$ cat src/sv/skoi_pkg.sv
// ----------------------------------------------------------------------------
// skoi_pkg
// Types, opcode constants and helper functions shared by the seed-to-key
// instruction interpreter.
// ----------------------------------------------------------------------------
package skoi_pkg;

    // One instruction item as it is held in the input register.
    typedef struct packed {
        logic        first_step;
        logic [15:0] seed;
        logic        invert_only;
        logic [7:0]  opcode;
        logic [7:0]  operand_a;
        logic [7:0]  operand_b;
        logic        last_step;
    } skoi_instr_t;

    // Opcodes of the instruction set.
    localparam logic [7:0] OP_SWAP      = 8'h05;
    localparam logic [7:0] OP_ADD_AB    = 8'h14;
    localparam logic [7:0] OP_NOT_INC   = 8'h2A;
    localparam logic [7:0] OP_AND_BA    = 8'h37;
    localparam logic [7:0] OP_ROTL      = 8'h4C;
    localparam logic [7:0] OP_OR_BA     = 8'h52;
    localparam logic [7:0] OP_ROTR      = 8'h6B;
    localparam logic [7:0] OP_ADD_BA    = 8'h75;
    localparam logic [7:0] OP_SWAP_ADD  = 8'h7E;
    localparam logic [7:0] OP_SUB_AB    = 8'h98;
    localparam logic [7:0] OP_SUB_BA    = 8'hF8;

    // Exchange the two bytes of a word.
    function automatic logic [15:0] swap_bytes(input logic [15:0] v);
        return {v[7:0], v[15:8]};
    endfunction

    // Rotate left by the low four bits of the amount.
    function automatic logic [15:0] rotate_left(input logic [15:0] v,
                                                input logic [3:0]  n);
        logic [31:0] t;
        t = {v, v} << n;
        return t[31:16];
    endfunction

    // Rotate right by the low four bits of the amount.
    function automatic logic [15:0] rotate_right(input logic [15:0] v,
                                                 input logic [3:0]  n);
        logic [31:0] t;
        t = {v, v} >> n;
        return t[15:0];
    endfunction

endpackage

$ cat src/sv/skoi_alu.sv
// ----------------------------------------------------------------------------
// skoi_alu
// Combinational instruction unit: computes the next running value from the
// current one and one instruction item.
// ----------------------------------------------------------------------------
module skoi_alu
    import skoi_pkg::*;
(
    input  logic [15:0] value,
    input  skoi_instr_t instr,
    output logic [15:0] value_next
);

    logic [15:0] base;
    logic [15:0] word_ab;
    logic [15:0] word_ba;
    logic [15:0] swapped;
    logic [15:0] result;

    // Operand words in both byte orders.
    assign word_ab = {instr.operand_a, instr.operand_b};
    assign word_ba = {instr.operand_b, instr.operand_a};

    // The first instruction of a sequence works on the seed.
    assign base    = instr.first_step ? instr.seed : value;
    assign swapped = swap_bytes(base);

    // Opcode decode; unknown opcodes pass the base value (seed or running value) through.
    always_comb begin
        case (instr.opcode)
            OP_SWAP:     result = swapped;
            OP_ADD_AB:   result = base + word_ab;
            OP_NOT_INC:  result = ~base + {15'd0, (instr.operand_a < instr.operand_b)};
            OP_AND_BA:   result = base & word_ba;
            OP_ROTL:     result = rotate_left(base, instr.operand_a[3:0]);
            OP_OR_BA:    result = base | word_ba;
            OP_ROTR:     result = rotate_right(base, instr.operand_b[3:0]);
            OP_ADD_BA:   result = base + word_ba;
            OP_SWAP_ADD: begin
                result = swapped + ((instr.operand_a >= instr.operand_b) ? word_ab : word_ba);
            end
            OP_SUB_AB:   result = base - word_ab;
            OP_SUB_BA:   result = base - word_ba;
            default:     result = base;
        endcase
    end

    // Algorithm zero overrides the instruction with the complemented seed.
    assign value_next = instr.invert_only ? ~instr.seed : result;

endmodule

$ cat src/sv/skoi_out_stage.sv
// ----------------------------------------------------------------------------
// skoi_out_stage
// Result register: holds one key item until the downstream side takes it.
// ----------------------------------------------------------------------------
module skoi_out_stage (
    input  logic        aclk,
    input  logic        aresetn,
    input  logic        load,
    input  logic [15:0] key_in,
    output logic        m_valid,
    input  logic        m_ready,
    output logic [15:0] m_key
);

    logic        vld_reg;
    logic        vld_next;
    logic [15:0] key_reg;

    // A load only happens when the register is empty or being emptied.
    assign vld_next = load | (vld_reg & ~m_ready);

    always_ff @(posedge aclk) begin
        if (!aresetn) begin
            vld_reg <= 1'b0;
        end else begin
            vld_reg <= vld_next;
        end
    end

    // Key payload needs no reset.
    always_ff @(posedge aclk) begin
        if (load) begin
            key_reg <= key_in;
        end
    end

    assign m_valid = vld_reg;
    assign m_key   = key_reg;

endmodule

$ cat src/sv/seed_key_opcode_interpreter.sv
// Flow: the last instruction is held in the input register until the result register can take its
// key; the key is then loaded into the result register, which raises m_valid.
// Throughput: one instruction item per cycle, but a last instruction waits while the result register
// holds an untaken key; the running value loop closes through the instruction unit and the running value register.
// Reset: synchronous active-low aresetn empties the input and result registers and
// clears the running value to zero.
// ----------------------------------------------------------------------------
// seed_key_opcode_interpreter
// Seed-to-key instruction interpreter: applies one instruction item per cycle (a last
// instruction waits while a key is untaken) to a 16-bit running value and emits the key after the last instruction.
// ----------------------------------------------------------------------------
module seed_key_opcode_interpreter
    import skoi_pkg::*;
(
    input  logic        aclk,
    input  logic        aresetn,
    input  logic        s_valid,
    output logic        s_ready,
    input  logic        s_first_step,
    input  logic [15:0] s_seed,
    input  logic        s_invert_only,
    input  logic [7:0]  s_opcode,
    input  logic [7:0]  s_operand_a,
    input  logic [7:0]  s_operand_b,
    input  logic        s_last_step,
    output logic        m_valid,
    input  logic        m_ready,
    output logic [15:0] m_key
);

    skoi_instr_t instr_reg;
    logic        in_vld_reg;
    logic        in_vld_next;
    logic [15:0] value_reg;
    logic [15:0] value_next;
    logic        advance;
    logic        load_key;
    logic        s_accept;

    // The held item moves on unless it carries a key and the result slot is blocked.
    assign advance  = in_vld_reg & (~instr_reg.last_step | ~m_valid | m_ready);
    assign load_key = advance & instr_reg.last_step;
    assign s_ready  = ~in_vld_reg | advance;
    assign s_accept = s_valid & s_ready;

    assign in_vld_next = s_accept | (in_vld_reg & ~advance);

    // Input register control and the running value.
    always_ff @(posedge aclk) begin
        if (!aresetn) begin
            in_vld_reg <= 1'b0;
            value_reg  <= 16'd0;
        end else begin
            in_vld_reg <= in_vld_next;
            if (advance) begin
                value_reg <= value_next;
            end
        end
    end

    // Input register payload.
    always_ff @(posedge aclk) begin
        if (s_accept) begin
            instr_reg.first_step  <= s_first_step;
            instr_reg.seed        <= s_seed;
            instr_reg.invert_only <= s_invert_only;
            instr_reg.opcode      <= s_opcode;
            instr_reg.operand_a   <= s_operand_a;
            instr_reg.operand_b   <= s_operand_b;
            instr_reg.last_step   <= s_last_step;
        end
    end

    // Instruction unit.
    skoi_alu u_alu (
        .value      (value_reg),
        .instr      (instr_reg),
        .value_next (value_next)
    );

    // Result register.
    skoi_out_stage u_out (
        .aclk    (aclk),
        .aresetn (aresetn),
        .load    (load_key),
        .key_in  (value_next),
        .m_valid (m_valid),
        .m_ready (m_ready),
        .m_key   (m_key)
    );

endmodule

$ cat config.mk
export PLATFORM = sky130hd
export DESIGN_NAME = seed_key_opcode_interpreter
export DESIGN_NICKNAME = d
export VERILOG_FILES = /design/src/sv/skoi_pkg.sv /design/src/sv/skoi_alu.sv /design/src/sv/skoi_out_stage.sv /design/src/sv/seed_key_opcode_interpreter.sv
export SDC_FILE = /design/constraint.sdc
export NUM_CORES = 1
export LEC_CHECK = 0
export BUFFER_PORTS_ARGS = -buffer_cell sky130_fd_sc_hd__buf_2
export CAP_MARGIN = 30
export CORE_MARGIN = 1.5
export CORE_UTILIZATION = 29
export CTS_CLUSTER_SIZE = 8
export DETAILED_ROUTE_END_ITERATION = 8
export SLEW_MARGIN = 20
export SYNTH_ARGS = -nofsm -noshare
export SYNTH_HDL_FRONTEND = slang
export SYNTH_HIERARCHICAL = 1
export SYNTH_SLANG_ARGS = --single-unit
$ cat constraint.sdc
create_clock -name aclk -period 16.7 [get_ports aclk]
set_clock_uncertainty 0.2 [all_clocks]
set_input_delay 0.835 -clock aclk [delete_from_list [all_inputs] [get_ports aclk]]
set_output_delay 0.835 -clock aclk [all_outputs]
set_load 0.02 [all_outputs]
==> results of run 1 <==
critical path, stage by stage (launching register included):
cell,delay (ns)
edfxtp_1,0.71
inv_1,0.24
ha_1,0.38
a21oi_1,0.13
a21boi_0,0.14
or3_1,0.37
nor2_1,0.10
buf_4,0.26
nand2_1,0.08
o21ai_0,0.09
ha_1,0.20
inv_1,0.06
fa_1,0.41
nand3b_1,0.20
a211oi_1,0.35
a211oi_1,0.11
xor2_1,0.18
o22ai_1,0.14
a2111oi_0,0.75
a221oi_1,0.21
nand2_1,0.12
mux2i_1,0.07
final cells by class:
class | instances | area, µm²
Fill cell | 3271 | 20800
Multi-Input combinational cell | 837 | 6430
Sequential cell | 77 | 2130
Tap cell | 396 | 495
Timing Repair Buffer | 81 | 455
Clock buffer | 9 | 225
Inverter | 42 | 158
Clock inverter | 7 | 78.8
cells in the final DEF (no fill, tap or decap), drive strengths merged, types with 11 or more instances in the layout:
cell | Yosys | final
nand3 | 27 | 27
a211oi | 25 | 25
mux2 | 52 | 52
nand2 | 104 | 104
edfxtp | 59 | 59
nand4 | 13 | 13
and3 | 11 | 11
xnor2 | 29 | 29
o21ai | 77 | 77
ha | 45 | 45
a21oi | 48 | 48
nor3 | 34 | 34
a221oi | 12 | 12
dfxtp | 18 | 18
mux4 | 32 | 32
o211ai | 11 | 11
inv | 42 | 46
or3 | 12 | 12
mux2i | 84 | 84
nor2 | 68 | 68
buf | 30 | 81
per-layer routing:
metal  vias up  track usage  routed length (µm)
li1       3987            -                   -
met1      4348        0.301               15200
met2       544        0.339               15800
met3        94       0.0513                3700
met4         0        0.113                1720
met5         -            0                   0
power by group:
group          switching [mW]  leakage [nW]  internal (mW)
Combinational           0.160          2.99          0.103
Sequential             0.0184         0.716          0.218
Clock                  0.0970         0.151          0.118
stage by stage:
stage | instance area, µm² | total power, mW | instances | hold WS [ns]
global placement | 9650 | 0.495 | 1432 | 0.324
finish | 9970 | 0.714 | 1449 | 0.353
detailed placement | 9670 | 0.495 | 1433 | 0.343
floorplan | 9100 | 0.415 | 1028 | 0.264
global route | 9970 | 0.748 | 1449 | 0.380
CTS | 9970 | 0.712 | 1449 | 0.346
final timing paths:
| kind | from | to | slack (ns) | cells past startpoint |
|---|---|---|---|---|
| hold reg to reg | value_reg[0]$_SDFFE_PN0P_ | value_reg[0]$_SDFFE_PN0P_ | 0.35 | 2 |
| setup reg to reg | instr_reg[7]$_DFFE_PP_ | value_reg[8]$_SDFFE_PN0P_ | 11.02 | 21 |
| setup / recovery | instr_reg[7]$_DFFE_PP_ | value_reg[8]$_SDFFE_PN0P_ | 11.02 | 21 |
| hold / removal | value_reg[0]$_SDFFE_PN0P_ | value_reg[0]$_SDFFE_PN0P_ | 0.35 | 2 |
kinds of logic (layout without fill, tap and decap cells):
kind of cell / after synthesis / count (layout) / synth area share
and+or+nand+nor: 313 / 313 / 0.168
AOI/OAI and AO/OA: 273 / 273 / 0.201
muxes: 168 / 168 / 0.237
buffers and inverters: 114 / 139 / 0.0591
DFF: 77 / 77 / 0.234
adders and majority gates: 47 / 47 / 0.0663
xor gates and xnor gates: 36 / 36 / 0.0347
==> qor.csv, run 1 <==
stage,metric,value,unit
worst_setup_path,"Arr. time, crit path",5.71,ns
sta,worst slew pin tran,1.01,ns
route,Initial DRC Count,1201,
route,post-route ant nets,0,
global_route,GR Overflow Total,0,
floorplan,io pins,65,
synthesis,Mean Syn Cell Area,8.85,µm²
outcome,outcome,"complete, but fails checks",
cts,CTS tree,done,
job,Max-Cap Viols,0,
hold_path,worst min-delay path category,reg2reg,
placement,GPL Wtd Cong,0.998,
cts,htree depth,3,
synthesis,Synth area leaders,"edfxtp_1 (19%), mux2i_1 (9.2%), mux4_2 (7.7%)",
power_and_ir_drop,Pleak,3.86,nW
worst_setup_path,CP Class,reg2reg,
cts,Sink Count,77,
global_route,first-pass GRT wire length,55000,µm
worst_setup_path,crit path max fanout,25,
cts,postcts setup bufs,0,
placement,hpwl dp,27700,µm
cts,Num CTS Buffers,9,
global_route,initial antenna violation count,0,
synthesis,register area share after synthesis,0.234,
finish,nets,1142,
outcome,failing checks,DRC,
route,drt via density,6.19,
sta,RSZ-0062 raised after global routing,no,
route,first-pass iteration count of the detailed router,9,
synthesis,#FFs+latches synth,77,
global_route,largest net degree at the start of global routing,48,
sta,Final Hold Fails,0,
synthesis,Yosys top cell area share,0.195,
synthesis,Post-synth ARST share,0,
floorplan,Rows,64,
synthesis,Post-synth EDFFs,59,
sta,post-route worst setup slack,11.02,ns
worst_setup_path,CP endpoint kind,flop,
power_and_ir_drop,peak supply drop,0.0000384,V
synthesis,synth warn,6,
synthesis,Synth cell types,84,
finish,area delta synth->final,9.64,%
finish,Ant. Diodes,0,
global_route,gr usage total,0.225,
cts,Clock transition at path regs,0.08,ns
floorplan,Initial Utilization,0.296,
placement,port bufs,64,
route,post-DR wirelength/cell,25.1,µm
finish,number of flip-flops in the largest register,43,
synthesis,Synth top cells by count,"nand2_1 (104), mux2i_1 (84), o21ai_0 (76), nor2_1 (68), edfxtp_1 (59)",
cts,Root Driver,clkbuf_16,
synthesis,top_reg_cell synth,edfxtp_1,
floorplan,full die area,32400,µm²
worst_setup_path,Worst setup SP type,flop,
synthesis,syn_nets,1122,
synthesis,Synth area leader,edfxtp_1,
floorplan,Die Width,180,µm
route,DRT Wirelength,36400,µm
synthesis,Gate Count Post-Synth,1028,
sta,final setup fails,0,
placement,Placement Setup Slack,11.14,ns
floorplan,Core Footprint,30700,µm²
route,DRC violations left,1,
cts,worst-skew pair later-pin latency,0.37,ns
route,Via Count,8973,
floorplan,Die Ht,180,µm
sta,Tmin final,5.68,ns
power_and_ir_drop,Power Dens Cells,71.6,nW/µm²
cts,post-CTS sizing,0,
sta,max-slew violations,0,
worst_setup_path,WP data required,16.73,ns
finish,post-layout util,0.324,
sta,setup TNS,0,ns
sta,Highest Clock Rate,0.176,GHz
sta,Tcrit/Tclk final,0.340,
synthesis,top-count cell post-synth,nand2_1,
global_route,number of global-route vias before repair,8566,
cts,hold_buf cts,0,
sta,Slew HR,0.325,
finish,layout cells sized above 1,0.190,
cts,buffer depth of the longest clock path,2,
synthesis,synthesized area,9100,µm²
No activity file was read; power rests on OpenSTA's default activity.
==> run 2: changes to the inputs <==
clock period = 5.7 ns   (was 16.7 ns; I/O delays follow)
==> run 2 against run 1 <==
  * The run still ends with DRC left
  * Non-clock buffer count up 72
  * Sequential power rose to 2.9 times the previous value
  * Setup slack worse by 11 ns
  * Register-to-register slack worse by 11 ns
  * Global-route usage up 0.35 points
  * Flip-flop and latch count unchanged
  * Die area unchanged
  * Maximum frequency up 8.2%
  * Highest routed layer unchanged
==> qor.csv, run 2 (synthesized netlist as in run 1, its figures left out) <==
stage,metric,value,unit,change
power_and_ir_drop,peak supply drop,0.000126,V,was 0.0000384 V
global_route,initial antenna violation count,0,,unchanged
sta,Highest Clock Rate,0.191,GHz,was 0.176 GHz
worst_setup_path,reg2reg end,u_out/m_key[13]$_DFFE_PP_,,was value_reg[8]$_SDFFE_PN0P_
placement,hpwl dp,28600,µm,"was 27,700 µm"
worst_setup_path,Slowest cell on crit path,a2111oi_2,,was a2111oi_0
finish,nets,1214,,"was 1,142"
cts,Sink Count,77,,unchanged
worst_setup_path,"Arr. time, crit path",5.12,ns,was 5.71 ns
cts,htree depth,3,,unchanged
cts,worst-skew pair later-pin latency,0.37,ns,about the same
floorplan,Initial Utilization,0.296,,unchanged
sta,post-route worst setup slack,0.452,ns,was 11.02 ns
route,DRC violations left,1,,unchanged
finish,number of flip-flops in the largest register,43,,unchanged
hold_path,HP Start,s_operand_a[0],,was value_reg[0]$_SDFFE_PN0P_
route,Initial DRC Count,1253,,"was 1,201"
worst_setup_path,FF-to-FF path depth,18,,was 21
floorplan,Core Footprint,30700,µm²,unchanged
sta,RSZ-0062 raised after global routing,no,,unchanged
route,first-pass iteration count of the detailed router,8,,was 9
power_and_ir_drop,Pleak,4.19,nW,was 3.86 nW
worst_setup_path,cell family with most CP delay,compound AO/OA/AOI/OAI gates,,unchanged
floorplan,Die Width,180,µm,unchanged
worst_setup_path,CP peak stage delay,0.59,ns,was 0.75 ns
hold_path,Worst Hold Path EP,instr_reg[9]$_DFFE_PP_,,was value_reg[0]$_SDFFE_PN0P_
floorplan,Rows,64,,unchanged
floorplan,io pins,65,,unchanged
worst_setup_path,WP data required,5.57,ns,was 16.73 ns
worst_setup_path,Buf/Inv on CP,2,,was 3
route,Via Count,9300,,"was 8,973"
sta,setup TNS,0,ns,unchanged
sta,Slew HR,0.380,,was 0.325
sta,Tmin final,5.25,ns,was 5.68 ns
floorplan,Die Ht,180,µm,unchanged
worst_setup_path,RR Startpoint,instr_reg[7]$_DFFE_PP_,,unchanged
power_and_ir_drop,Design Power,2.14,mW,was 0.714 mW
placement,DP Area,9910,µm²,was 9670 µm²
floorplan,full die area,32400,µm²,unchanged
worst_setup_path,worst path cell trace,"inv_1, ha_1, a21oi_1, a21boi_0, or3_1, nor2_2, buf_4, nor2_1, a21o_1, ha_1, a21oi_1, o211ai_1, nor3_1, nor3b_1, o21ai_0, o32ai_1, a2111oi_2, a22oi_1",,"was inv_1, ha_1, a21oi_1, a21boi_0, or3_1, nor2_1, buf_4, nand2_1, o21ai_0, ha_1, inv_1, fa_1, nand3b_1, a211oi_1, a211oi_1, xor2_1, o22ai_1, a2111oi_0, a221oi_1, nand2_1, mux2i_1"
finish,area delta synth->final,17.3,%,was 9.64%
placement,GPL Wtd Cong,1.04,,was 0.998
cts,Num CTS Buffers,9,,unchanged
route,DRT Wirelength,37300,µm,"was 36,400 µm"
sta,worst slew pin tran,0.906,ns,was 1.01 ns
cts,Clock transition at path regs,0.08,ns,about the same
hold_path,worst min-delay path category,in2reg,,was reg2reg
sta,final setup fails,0,,unchanged
finish,post-route cell area,10700,µm²,was 9970 µm²
sta,Tcrit/Tclk final,0.921,,was 0.340
finish,Ant. Diodes,0,,unchanged
worst_setup_path,CP endpoint kind,flop,,unchanged
job,Max-Cap Viols,0,,unchanged
cts,Root Driver,clkbuf_16,,unchanged
finish,"commonest non-fill, non-tap cell in the layout",nand2_1,,unchanged
sta,max-slew violations,0,,unchanged
worst_setup_path,CP Class,reg2reg,,unchanged
global_route,largest net degree at the start of global routing,40,,was 48
placement,port bufs,64,,unchanged
cts,buffer depth of the longest clock path,2,,unchanged
hold_path,hold depth,1,,was 2
finish,most frequent cells in the layout,"nand2_1 (104), mux2i_1 (84), o21ai_0 (76)",,unchanged
worst_setup_path,Worst setup SP type,flop,,unchanged
power_and_ir_drop,Power Dens Cells,200,nW/µm²,was 71.6 nW/µm²
global_route,first-pass GRT wire length,55800,µm,"was 55,000 µm"
placement,Placement Setup Slack,0.425,ns,was 11.14 ns
worst_setup_path,flop2flop setup slack,0.45,ns,was 11.02 ns
sta,Final Hold Fails,0,,unchanged
global_route,gr usage total,0.228,,was 0.225
outcome,failing checks,DRC,,unchanged
global_route,number of global-route vias before repair,8764,,"was 8,566"
route,post-route ant nets,0,,unchanged
outcome,outcome,"complete, but fails checks",,unchanged
global_route,GR Overflow Total,0,,unchanged
worst_setup_path,crit path max fanout,13,,was 25
route,drt via density,6.11,,was 6.19
route,post-DR wirelength/cell,24.5,µm,was 25.1 µm
cts,CTS tree,done,,unchanged
finish,layout cells sized above 1,0.205,,was 0.190
-- run 2: worst max path at each step --
stage / startpoint / slack [ns] / end / cells after the start
after CTS: instr_reg[10]$_DFFE_PP_ / 0.40 / value_reg[15]$_SDFFE_PN0P_ / 19
after detailed placement: instr_reg[10]$_DFFE_PP_ / 0.43 / value_reg[15]$_SDFFE_PN0P_ / 19
final: instr_reg[7]$_DFFE_PP_ / 0.45 / u_out/m_key[13]$_DFFE_PP_ / 18
after floorplan: instr_reg[9]$_DFFE_PP_ / 0.46 / u_out/m_key[14]$_DFFE_PP_ / 24
after global placement: instr_reg[10]$_DFFE_PP_ / 0.43 / value_reg[15]$_SDFFE_PN0P_ / 19
after global routing: instr_reg[7]$_DFFE_PP_ / 0.13 / value_reg[15]$_SDFFE_PN0P_ / 20
-- run 2: cell type report --
class | count | area [µm²]
fillers | 3222 | 20100
multi-input cells | 837 | 6430
flip-flops and latches | 77 | 2130
repair buffers | 153 | 1130
well taps | 396 | 495
clock buffers | 11 | 275
inverters | 42 | 158
clock inverters | 5 | 42.5
-- run 2: through the flow --
| step | hold slack [ns] | instances | utilization |
|---|---|---|---|
| floorplan | 0.184 | 1028 | - |
| global placement | 0.261 | 1460 | 0.321 |
| detailed placement | 0.264 | 1462 | 0.322 |
| CTS | 0.0117 | 1521 | 0.347 |
| global route | 0.000283 | 1521 | 0.347 |
| finish | 0.0135 | 1521 | 0.347 |
-- run 2: what timing repair did --
action | CTS | global route
endpoints found under the hold margin | 43 | 0
gates resized for setup | 0 | 2
hold buffers | 43 | 0
endpoints found under the setup margin | 0 | 3
setup buffers | 0 | 0
-- run 2: power breakdown --
part / total (mW) / switching [mW] / leakage, nW / internal (mW)
sequential: 0.686 / 0.0467 / 0.716 / 0.639
clock: 0.632 / 0.276 / 0.159 / 0.356
combinational: 0.819 / 0.480 / 3.32 / 0.339
-- run 2: layer usage --
layer / global-route usage / share of wire
met5: 0 / 0
met2: 0.361 / 0.45
met3: 0.0457 / 0.096
met4: 0.111 / 0.051
met1: 0.299 / 0.41
